**src/hdl/fxaa_pkg.sv**
```systemverilog
package fxaa_pkg;

  localparam int MaxLine = 1024;
  localparam int ColW    = $clog2(MaxLine);
  localparam int WidthW  = 11;
  localparam int HeightW = 13;
  localparam int FloorW  = 10;
  localparam int CapW    = 9;
  localparam int LumaW   = 18;
  localparam int SdW     = 24;
  localparam int RemW    = 27;
  localparam int CntW    = 24;
  localparam int RowW    = 14;

  typedef enum logic [1:0] {
    CFG_WIDTH  = 2'd0,
    CFG_HEIGHT = 2'd1,
    CFG_FLOOR  = 2'd2,
    CFG_CAP    = 2'd3
  } cfg_idx_t;

  typedef enum logic [2:0] {
    ST_IDLE,
    ST_READ,
    ST_LUMA,
    ST_EDGE,
    ST_DIV,
    ST_MIX,
    ST_OUT
  } state_t;

  typedef struct packed {
    logic take;
    logic shift;
    logic luma;
    logic edge_det;
    logic div_step;
    logic mix;
    logic load_out;
  } cmd_t;

  typedef struct packed {
    logic ignore;
    logic emit;
    logic pass;
    logic div_done;
    logic out_free;
  } status_t;

  function automatic logic [LumaW-1:0] luma_of(input logic [31:0] px);
    return LumaW'(px[31:24]) * LumaW'(306) + LumaW'(px[23:16]) * LumaW'(601)
         + LumaW'(px[15:8]) * LumaW'(117);
  endfunction

  function automatic logic signed [SdW-1:0] sd2(input logic [LumaW-1:0] a,
                                                input logic [LumaW-1:0] m,
                                                input logic [LumaW-1:0] c);
    return $signed(SdW'(a)) + $signed(SdW'(c)) - ($signed(SdW'(m)) <<< 1);
  endfunction

  function automatic logic [SdW-1:0] absd(input logic signed [SdW-1:0] v);
    return (v < 0) ? SdW'(-v) : SdW'(v);
  endfunction

  function automatic logic [7:0] mix_chan(input logic [7:0] c, input logic [7:0] n,
                                          input logic [8:0] b);
    logic [16:0] s;
    s = 17'(c) * 17'(9'd256 - b) + 17'(n) * 17'(b);
    return s[15:8];
  endfunction

endpackage

```
**src/hdl/fxaa_ctrl.sv**
```systemverilog
module fxaa_ctrl (
  input  logic             clk,
  input  logic             rst_n,
  input  logic             in_tvalid,
  output logic             in_tready,
  input  fxaa_pkg::status_t sts,
  output fxaa_pkg::cmd_t   cmd
);
  import fxaa_pkg::*;

  state_t state_r, state_nxt;

  always_ff @(posedge clk) begin
    if (!rst_n) begin
      state_r <= ST_IDLE;
    end else begin
      state_r <= state_nxt;
    end
  end

  always_comb begin
    state_nxt = state_r;
    cmd       = '0;
    in_tready = 1'b0;
    case (state_r)
      ST_IDLE: begin
        in_tready = 1'b1;
        if (in_tvalid && !sts.ignore) begin
          cmd.take  = 1'b1;
          state_nxt = ST_READ;
        end
      end
      ST_READ: begin
        cmd.shift = 1'b1;
        state_nxt = sts.emit ? ST_LUMA : ST_IDLE;
      end
      ST_LUMA: begin
        cmd.luma  = 1'b1;
        state_nxt = ST_EDGE;
      end
      ST_EDGE: begin
        cmd.edge_det = 1'b1;
        state_nxt    = sts.pass ? ST_OUT : ST_DIV;
      end
      ST_DIV: begin
        cmd.div_step = 1'b1;
        if (sts.div_done) state_nxt = ST_MIX;
      end
      ST_MIX: begin
        cmd.mix   = 1'b1;
        state_nxt = ST_OUT;
      end
      ST_OUT: begin
        if (sts.out_free) begin
          cmd.load_out = 1'b1;
          state_nxt    = ST_IDLE;
        end
      end
      default: state_nxt = ST_IDLE;
    endcase
  end

endmodule

```
**config.mk**
```make
export PLATFORM = sky130hd
export DESIGN_NAME = fxaa_ctrl
export DESIGN_NICKNAME = d
export VERILOG_FILES = /design/src/hdl/fxaa_pkg.sv /design/src/hdl/fxaa_ctrl.sv
export SDC_FILE = /design/constraint.sdc
export NUM_CORES = 1
export LEC_CHECK = 0
export BUFFER_PORTS_ARGS = -buffer_cell sky130_fd_sc_hd__buf_2
export CORE_AREA = 2 2 39 41
export CTS_BUF_LIST = sky130_fd_sc_hd__clkbuf_4 sky130_fd_sc_hd__clkbuf_8 sky130_fd_sc_hd__clkbuf_16
export DETAILED_ROUTE_END_ITERATION = 10
export DIE_AREA = 0 0 41 43
export HOLD_SLACK_MARGIN = 0.08
export MAX_ROUTING_LAYER = met4
export SYNTH_ARGS = -nofsm -noshare
export SYNTH_HDL_FRONTEND = slang
export SYNTH_SLANG_ARGS = --single-unit
```
**constraint.sdc**
```tcl
create_clock -name clk -period 2.4 [get_ports clk]
set_input_delay 0.12 -clock clk [delete_from_list [all_inputs] [get_ports clk]]
set_output_delay 0.12 -clock clk [all_outputs]
set_load 0.02 [all_outputs]
```
==> results of run 1 <==
critical path: stages, from the launching register on:
cell,delay (ps)
dfxtp_1,500
inv_1,140
nor3_1,170
buf_2,190
logic make-up after synthesis:
family	Yosys count	synth area share [%]
compound gates	8	20.2
buf+inv	4	14.4
flops	3	25.5
simple gates	15	39.9
report_power, final:
group / internal, mW / leakage (nW) / switching, mW / total, mW
logic: 0.0129 / 0.121 / 0.0148 / 0.0277
registers: 0.0522 / 0.0244 / 0.00586 / 0.0580
clock network: 0.0737 / 0.0184 / 0.0273 / 0.101
total: 0.139 / 0.164 / 0.0480 / 0.187
final timing paths:
check / cells after the start / slack [ps] / endpoint / startpoint
min: 2 / 130 / state_r[2] / rst_n
max: 3 / 1040 / cmd[5] / state_r[0]
min reg2reg: 1 / 620 / state_r[1] / state_r[1]
max reg2reg: 3 / 1310 / state_r[2] / state_r[1]
through the flow:
stage               std cells  setup slack [ps]  utilization, %  instance area [sq um]  hold WS [ps]
floorplan                  30              1100               -                    235           237
global placement           58              1290            21.7                    300           362
detailed placement         58              1280            21.7                    300           366
CTS                        62              1030            23.9                    330           127
global route               62               912            23.9                    330           149
finish                     62              1040            23.9                    330           130
layout by cell type (no fill, tap or decap):
cell type / synthesis / layout
a21oi_1: 1 / 1
a22oi_1: 1 / 1
and2_0: 1 / 1
and3_1: 1 / 1
and4_1: 1 / 1
buf_2: 0 / 15
clkbuf_4: 0 / 4
dfxtp_1: 3 / 3
inv_1: 1 / 1
nand2_1: 1 / 1
nand2_2: 1 / 1
nand2b_1: 2 / 2
nor2_1: 2 / 2
nor2_4: 1 / 1
nor3_1: 2 / 2
nor3b_1: 2 / 2
nor4_1: 1 / 1
o21a_1: 2 / 2
o21ai_0: 1 / 1
o21ai_1: 3 / 3
routing by layer:
metal / vias to the layer above / share of wire, % / routed length, microns
met2: 7 / 50 / 293
met4: 0 / 0 / 0
met3: 0 / 6.2 / 36
met5: - / 0 / 0
met1: 119 / 43 / 252
li1: 137 / - / -
layout make-up:
type	count	share of cell area, %
Timing Repair Buffer	15	22.7
Sequential cell	3	18.2
Clock buffer	4	9.09
Inverter	1	1.14
Multi-Input combinational cell	23	42.8
Tap cell	16	6.06
==> impl_metrics.csv, run 1 <==
group,metric,value,unit
run_status,status,"completed",
placement,hpwlAfterDp,413,microns
logic_synthesis,syn_inst,30,
logic_synthesis,synth_edf_count,0,
cells_and_area,largest_reg_flops,3,
drt,via_count,263,
clocking,hold_buffers,0,
power,power_density,565,mW/mm^2
critical_path,critPathCaptureType,"primary output",
critical_path,cp_max_fo,10,
clocking,cts-resized-gates,0,
global_routing,antenna_found_initial,0,
timing,setup_violations,0,
drt,vias_per_cell,4.24,
clocking,htreeDepth,1,
timing,slew_headroom,70.9,%
global_routing,grt_pass1_vias,246,
timing,worst_slew_pin_slew,435,ps
logic_synthesis,synth_commonest_cells,"3 x dfxtp_1, 3 x o21ai_1",
logic_synthesis,yosysUniqueCellTypes,20,
cells_and_area,multi_input_area,141,sq um
clocking,cts_setup_buffers,0,
cells_and_area,reg_top3,"state_r x3",
cells_and_area,nNetsFinal,55,
critical_path,worst-setup-path-type,"reg -> out",
floorplan,core_area,0.00138,sq mm
cells_and_area,n_antenna_cell,0,
timing,finalSetupTns,0,ps
power,p_leak,0.164,nW
placement,io_buffers,15,
clocking,cts_tree,"yes",
logic_synthesis,async_flop_share,0,%
cells_and_area,ff_latch_area,60.1,sq um
drt,ant_nets,0,
logic_synthesis,syn-num-nets,38,
floorplan,die_width,41,microns
min_path,hold_class,"in -> reg",
clocking,cts-root-buf,"clkbuf_4",
logic_synthesis,ys_warn_count,0,
floorplan,die_h,43,microns
power,vdd_drop_max,0.115,mV
floorplan,core.rowCount,14,
floorplan,initial_core_util,17.0,%
critical_path,required,2280,ps
global_routing,grt_start_max_net_pins,14,
global_routing,grt_overflow_total,0,
timing,fin_crit_sh,56.5,%
critical_path,arrival,1240,ps
cells_and_area,fillers,151,
timing,rsz0062_at_grt,"no",
logic_synthesis,syn_area,235,sq um
logic_synthesis,seq_area_frac_synth,25.5,%
global_routing,grt.busiest_layer,"met4",
power,finalPower,0.187,mW
global_routing,track_usage,9.25,%
clocking,clock_path_buffers,2,
cells_and_area,areaGrowthSynthToFinish,40.4,%
floorplan,num_io_pins,16,
cells_and_area,regMostFlops,"state_r",
floorplan,dieArea,0.00176,sq mm
logic_synthesis,synth-seq-cells,3,
flow_run,cap_violations,0,
timing,fin_skew,4.47,ps
drt,detail_route.wl_per_cell,9.39,microns
timing,post-route-min-period,1360,ps
logic_synthesis,ys_top_cells_by_area,"dfxtp_1 26%, buf_6 9.6%, o21ai_1 6.4%",
logic_synthesis,synth_top_area_share,25.5,%
global_routing,met3_usage,3.14,%
clocking,clkTransAtPathRegs,40,ps
clocking,cts_buffers,3,
logic_synthesis,synth_ff_type,"dfxtp_1",
critical_path,critPathLaunchType,"flop",
global_routing,grt_util_met2,11.6,%
timing,hold_violations,0,
logic_synthesis,synth_area_leader_cell,"dfxtp_1",
drt,first_iter_violations,3,
global_routing,grt_pass1_wl,972,microns
timing,max_freq,737,MHz
logic_synthesis,synth_area_per_cell,7.84,sq um
drt,totalWireLength,582,microns
clocking,clock_sinks,3,
clocking,insertion_delay,230,ps
cells_and_area,drive_gt1_share,45.7,%
timing,slew_violations,0,
global_routing,use_met1,9.29,%
placement,place_congestion,0.734,
drt,dr.pass1.iters,2,
drt,drc,0,
Power figures use the tool's default switching activity.
==> inputs of run 2 (changes only) <==
Clock period 2.4 ns to 1.2 ns, I/O delays scaled along.
==> run 2 against run 1 <==
Net effect:
- register-to-register slack got worse by 1100 ps
- first-iteration DRC count rose to 3.0 times the previous value
- sequential power rose by 97%
- core utilization rose by 2.0 points
- combinational power rose by 110%
- clock power rose by 99%
- total power rose by 100%
- sequential cell count did not move
- non-clock buffer count rose by 1
- sequential share of layout area rose by 1.7 points
==> impl_metrics.csv, run 2 (synthesis gave the netlist of run 1 again) <==
group,metric,value,unit
timing,layout_setup_ws,74.7,ps
floorplan,initial_core_util,17.0,%
min_path,hold_class,"in -> reg",
drt,ant_nets,0,
cells_and_area,reg_top3,"state_r x3",
timing,setup_violations,0,
cells_and_area,ff_latch_area,71.3,sq um
drt,via_count,270,
floorplan,core_area,0.00138,sq mm
cells_and_area,fillers,157,
cells_and_area,n_antenna_cell,0,
drt,vias_per_cell,4.29,
cells_and_area,regMostFlops,"state_r",
placement,io_buffers,15,
drt,dr.pass1.iters,4,
cells_and_area,multi_input_area,148,sq um
placement,place_congestion,0.748,
clocking,clock_sinks,3,
critical_path,cp_max_fo,13,
power,finalPower,0.374,mW
floorplan,die_width,41,microns
floorplan,core.rowCount,14,
timing,fin_crit_sh,93.8,%
critical_path,critPathLaunchType,"flop",
cells_and_area,final_cell_mix,"15 x buf_2, 4 x clkbuf_4, 3 x o21ai_1, 3 x dfxtp_4",
cells_and_area,nNetsFinal,56,
clocking,clkTransAtPathRegs,40,ps
power,power_density,1040,mW/mm^2
critical_path,r2r-start,"state_r[1]",
power,p_leak,0.171,nW
global_routing,track_usage,9.25,%
cells_and_area,areaGrowthSynthToFinish,52.1,%
timing,worst_slew_pin_slew,169,ps
clocking,cts_buffers,3,
global_routing,antenna_found_initial,0,
timing,fin_skew,4.05,ps
timing,post-route-min-period,1130,ps
drt,totalWireLength,612,microns
floorplan,dieArea,0.00176,sq mm
flow_run,cap_violations,0,
global_routing,grt_overflow_total,0,
clocking,cts_tree,"yes",
timing,slew_headroom,88.6,%
floorplan,die_h,43,microns
cells_and_area,final_common_cell,"buf_2",
global_routing,grt_start_max_net_pins,14,
critical_path,arrival,1070,ps
placement,post_dp_cell_area,307,sq um
global_routing,grt_pass1_wl,1010,microns
critical_path,r2r_setup_slack,240,ps
timing,rsz0062_at_grt,"no",
clocking,cts-root-buf,"clkbuf_4",
timing,max_freq,889,MHz
cells_and_area,final_util,25.9,%
drt,drc,0,
clocking,clock_path_buffers,2,
critical_path,required,1140,ps
timing,hold_violations,0,
placement,hpwlAfterDp,444,microns
critical_path,cp-startpoint,"state_r[2]",
drt,detail_route.wl_per_cell,9.71,microns
run_status,status,"completed",
global_routing,grt_pass1_vias,237,
critical_path,critPathCaptureType,"primary output",
clocking,insertion_delay,230,ps
timing,slew_violations,0,
cells_and_area,largest_reg_flops,3,
power,vdd_drop_max,0.331,mV
clocking,htreeDepth,1,
floorplan,num_io_pins,16,
drt,first_iter_violations,9,
critical_path,worst-setup-path-type,"reg -> out",
timing,finalSetupTns,0,ps
cells_and_area,drive_gt1_share,53.2,%
placement,pre_cts_ws,72.1,ps
cells_and_area,final_area,358,sq um
min_path,hp-start,"sts[2]",
run 2: changes by cell type in the layout (fill, tap and decap cells not counted):
cell | previous run | this run
nor4_2 | 0 | 1
dfxtp_4 | 0 | 3
dfxtp_1 | 3 | 0
dlygate4sd3_1 | 0 | 1
nor4_1 | 1 | 0
run 2: repair_timing:
action	CTS	global route
resized for setup	3	3
endpoints found under the setup margin	7	4
hold endpoints to repair	1	0
hold buffers	1	0
setup buffers	0	0
run 2: area by class of cell:
class                      instances  share of cell area, %
multi-input combinational         23                   41.3
timing repair buffer              16                   23.8
sequential                         3                   19.9
clock buffer                       4                   8.39
tap                               16                   5.59
inverter                           1                   1.05
run 2: through the flow:
step           std cells  hold slack [ps]
6_report              63              104
5_1_grt               63              119
4_1_cts               63              111
3_5_place_dp          58              313
3_3_place_gp          58              303
2_1_floorplan         30              177
run 2: final timing paths:
path / to / cells past startpoint
setup reg to reg: state_r[0] / 3
hold / removal: state_r[1] / 3
setup / recovery: cmd[6] / 2
hold reg to reg: state_r[1] / 1
run 2: power breakdown:
group	internal (mW)	switching, mW
Sequential	0.101	0.0127
Combinational	0.0286	0.0305
Clock	0.147	0.0535
run 2: critical path, stage by stage, from the launching register on:
cell and delay [ps]:
dfxtp_4 380, nor4_2 250, buf_2 200
run 2: metal layers:
metal	GRT usage, %	wire length, microns
met5	-	0
met4	12.0	0
met3	2.09	36
met2	10.6	292
met1	10.9	284
==> inputs of run 3 (changes only) <==
Clock period 1.2 ns to 1.4 ns, I/O delays scaled along.
==> run 3 against run 2 <==
Net effect:
- global-route usage is 1.3 points lower
- critical path type unchanged
- largest cell class unchanged
- register-to-register slack improved by 190 ps
- non-clock buffer count unchanged
- setup slack gained 150 ps
- first-iteration DRC count shrank 56%
==> impl_metrics.csv, run 3 (synthesis gave the netlist of run 1 again) <==
group,metric,value,unit
critical_path,r2r_cells,3,
critical_path,cp-startpoint,"state_r[0]",
clocking,cts-root-buf,"clkbuf_4",
drt,via_count,269,
critical_path,cp_max_fo,10,
critical_path,critPathCaptureType,"primary output",
floorplan,die_width,41,microns
clocking,insertion_delay,230,ps
cells_and_area,final_cell_mix,"15 x buf_2, 4 x clkbuf_4, 3 x o21ai_1, 3 x dfxtp_2",
cells_and_area,areaGrowthSynthToFinish,46.3,%
cells_and_area,fin_cells,63,
placement,io_buffers,15,
clocking,cts_buffers,3,
global_routing,grt_start_max_net_pins,14,
placement,hpwlAfterDp,432,microns
global_routing,grt_pass1_wl,897,microns
critical_path,crit_slowest_cell,"dfxtp_2",
critical_path,endpoint,"cmd[5]",
global_routing,track_usage,7.91,%
timing,slew_violations,0,
floorplan,die_h,43,microns
critical_path,r2r-start,"state_r[1]",
timing,post-route-min-period,1180,ps
floorplan,dieArea,0.00176,sq mm
global_routing,grt_overflow_total,0,
power,p_leak,0.169,nW
run_status,status,"completed",
critical_path,r2r_setup_slack,430,ps
drt,totalWireLength,600,microns
timing,fin_crit_sh,84.1,%
drt,vias_per_cell,4.27,
clocking,clock_sinks,3,
clocking,clkTransAtPathRegs,40,ps
floorplan,num_io_pins,16,
floorplan,initial_core_util,17.0,%
placement,dp_cells,58,
critical_path,reg2reg_to,"state_r[2]",
timing,slew_headroom,84.2,%
drt,dr.pass1.iters,4,
cells_and_area,final_util,24.9,%
cells_and_area,final_common_cell,"buf_2",
timing,fin_skew,1.07,ps
cells_and_area,regMostFlops,"state_r",
cells_and_area,n_antenna_cell,0,
timing,finalSetupTns,0,ps
critical_path,cpPeakStageDelay,420,ps
min_path,hold_class,"in -> reg",
timing,rsz0062_at_grt,"no",
timing,setup_violations,0,
floorplan,core.rowCount,14,
flow_run,cap_violations,0,
global_routing,antenna_found_initial,0,
clocking,cts_tree,"yes",
critical_path,critPathLaunchType,"flop",
floorplan,core_area,0.00138,sq mm
power,finalPower,0.322,mW
drt,first_iter_violations,4,
drt,ant_nets,0,
timing,max_freq,850,MHz
cells_and_area,nNetsFinal,56,
global_routing,grt_pass1_vias,232,
placement,place_congestion,0.746,
drt,detail_route.wl_per_cell,9.52,microns
critical_path,required,1330,ps
cells_and_area,reg_top3,"state_r x3",
clocking,clock_path_buffers,2,
power,vdd_drop_max,0.274,mV
critical_path,worstPathCellList,"inv_1 > nor3_1 > buf_2",
timing,hold_violations,0,
cells_and_area,drive_gt1_share,51.1,%
power,power_density,935,mW/mm^2
clocking,htreeDepth,1,
drt,drc,0,
clocking,cts_setup_buffers,0,
cells_and_area,largest_reg_flops,3,
timing,worst_slew_pin_slew,237,ps
critical_path,worst-setup-path-type,"reg -> out",
critical_path,arrival,1110,ps
[run 3: cell counts in the layout (fill, tap and decap cells not counted)]
No cell type changed its count.
[run 3: per-layer routing]
metal  track usage, %  vias to the layer above  wire [microns]
met1             9.94                      124             265
li1                 -                      138               -
met3             3.14                        0              36
met5                -                        -               0
met4             6.00                        0               0
met2             9.69                        7             298
[run 3: worst max-delay path, delay by kind of cell (launching register included)]
kind                   cells  cell delay, ps
flip-flops                 1             420
buffers and inverters      2             300
AND/OR/NAND/NOR            1             170
[run 3: how the worst min path moves through the flow]
stage                     cells past startpoint    endpoint  startpoint  slack (ps)
final                                         3  state_r[1]      sts[2]         140
after global routing                          3  state_r[1]      sts[2]         140
after CTS                                     3  state_r[1]      sts[2]         130
after detailed placement                      2  state_r[2]       rst_n         310
after global placement                        2  state_r[2]       rst_n         310
after floorplan                               1  state_r[2]       rst_n         190
[run 3: metrics by stage]
stage | cell area, sq um | setup WS, ps | hold slack (ps)
6_report | 344 | 223 | 139
5_1_grt | 344 | 107 | 139
4_1_cts | 340 | 77.6 | 134
3_5_place_dp | 300 | 303 | 313
3_3_place_gp | 300 | 298 | 311
2_1_floorplan | 235 | 150 | 187
[run 3: power breakdown]
part / total [mW] / internal, mW / switching [mW]
Sequential: 0.100 / 0.0903 / 0.00997
Clock: 0.171 / 0.126 / 0.0450
Combinational: 0.0504 / 0.0239 / 0.0265
Total: 0.322 / 0.240 / 0.0815
[run 3: what timing repair did]
item                       4_1_cts  5_1_grt
resized for setup                0        3
hold endpoints to repair         1        0
hold buffers                     1        0
setup endpoints to repair        0        3
[run 3: final cells by class]
class                           count  area (sq um)
Fill cell                         156          1040
Tap cell                           16          20.0
Timing Repair Buffer               16          85.1
Inverter                            1          3.75
Sequential cell                     3          63.8
Clock buffer                        4          30.0
Multi-Input combinational cell     23           141
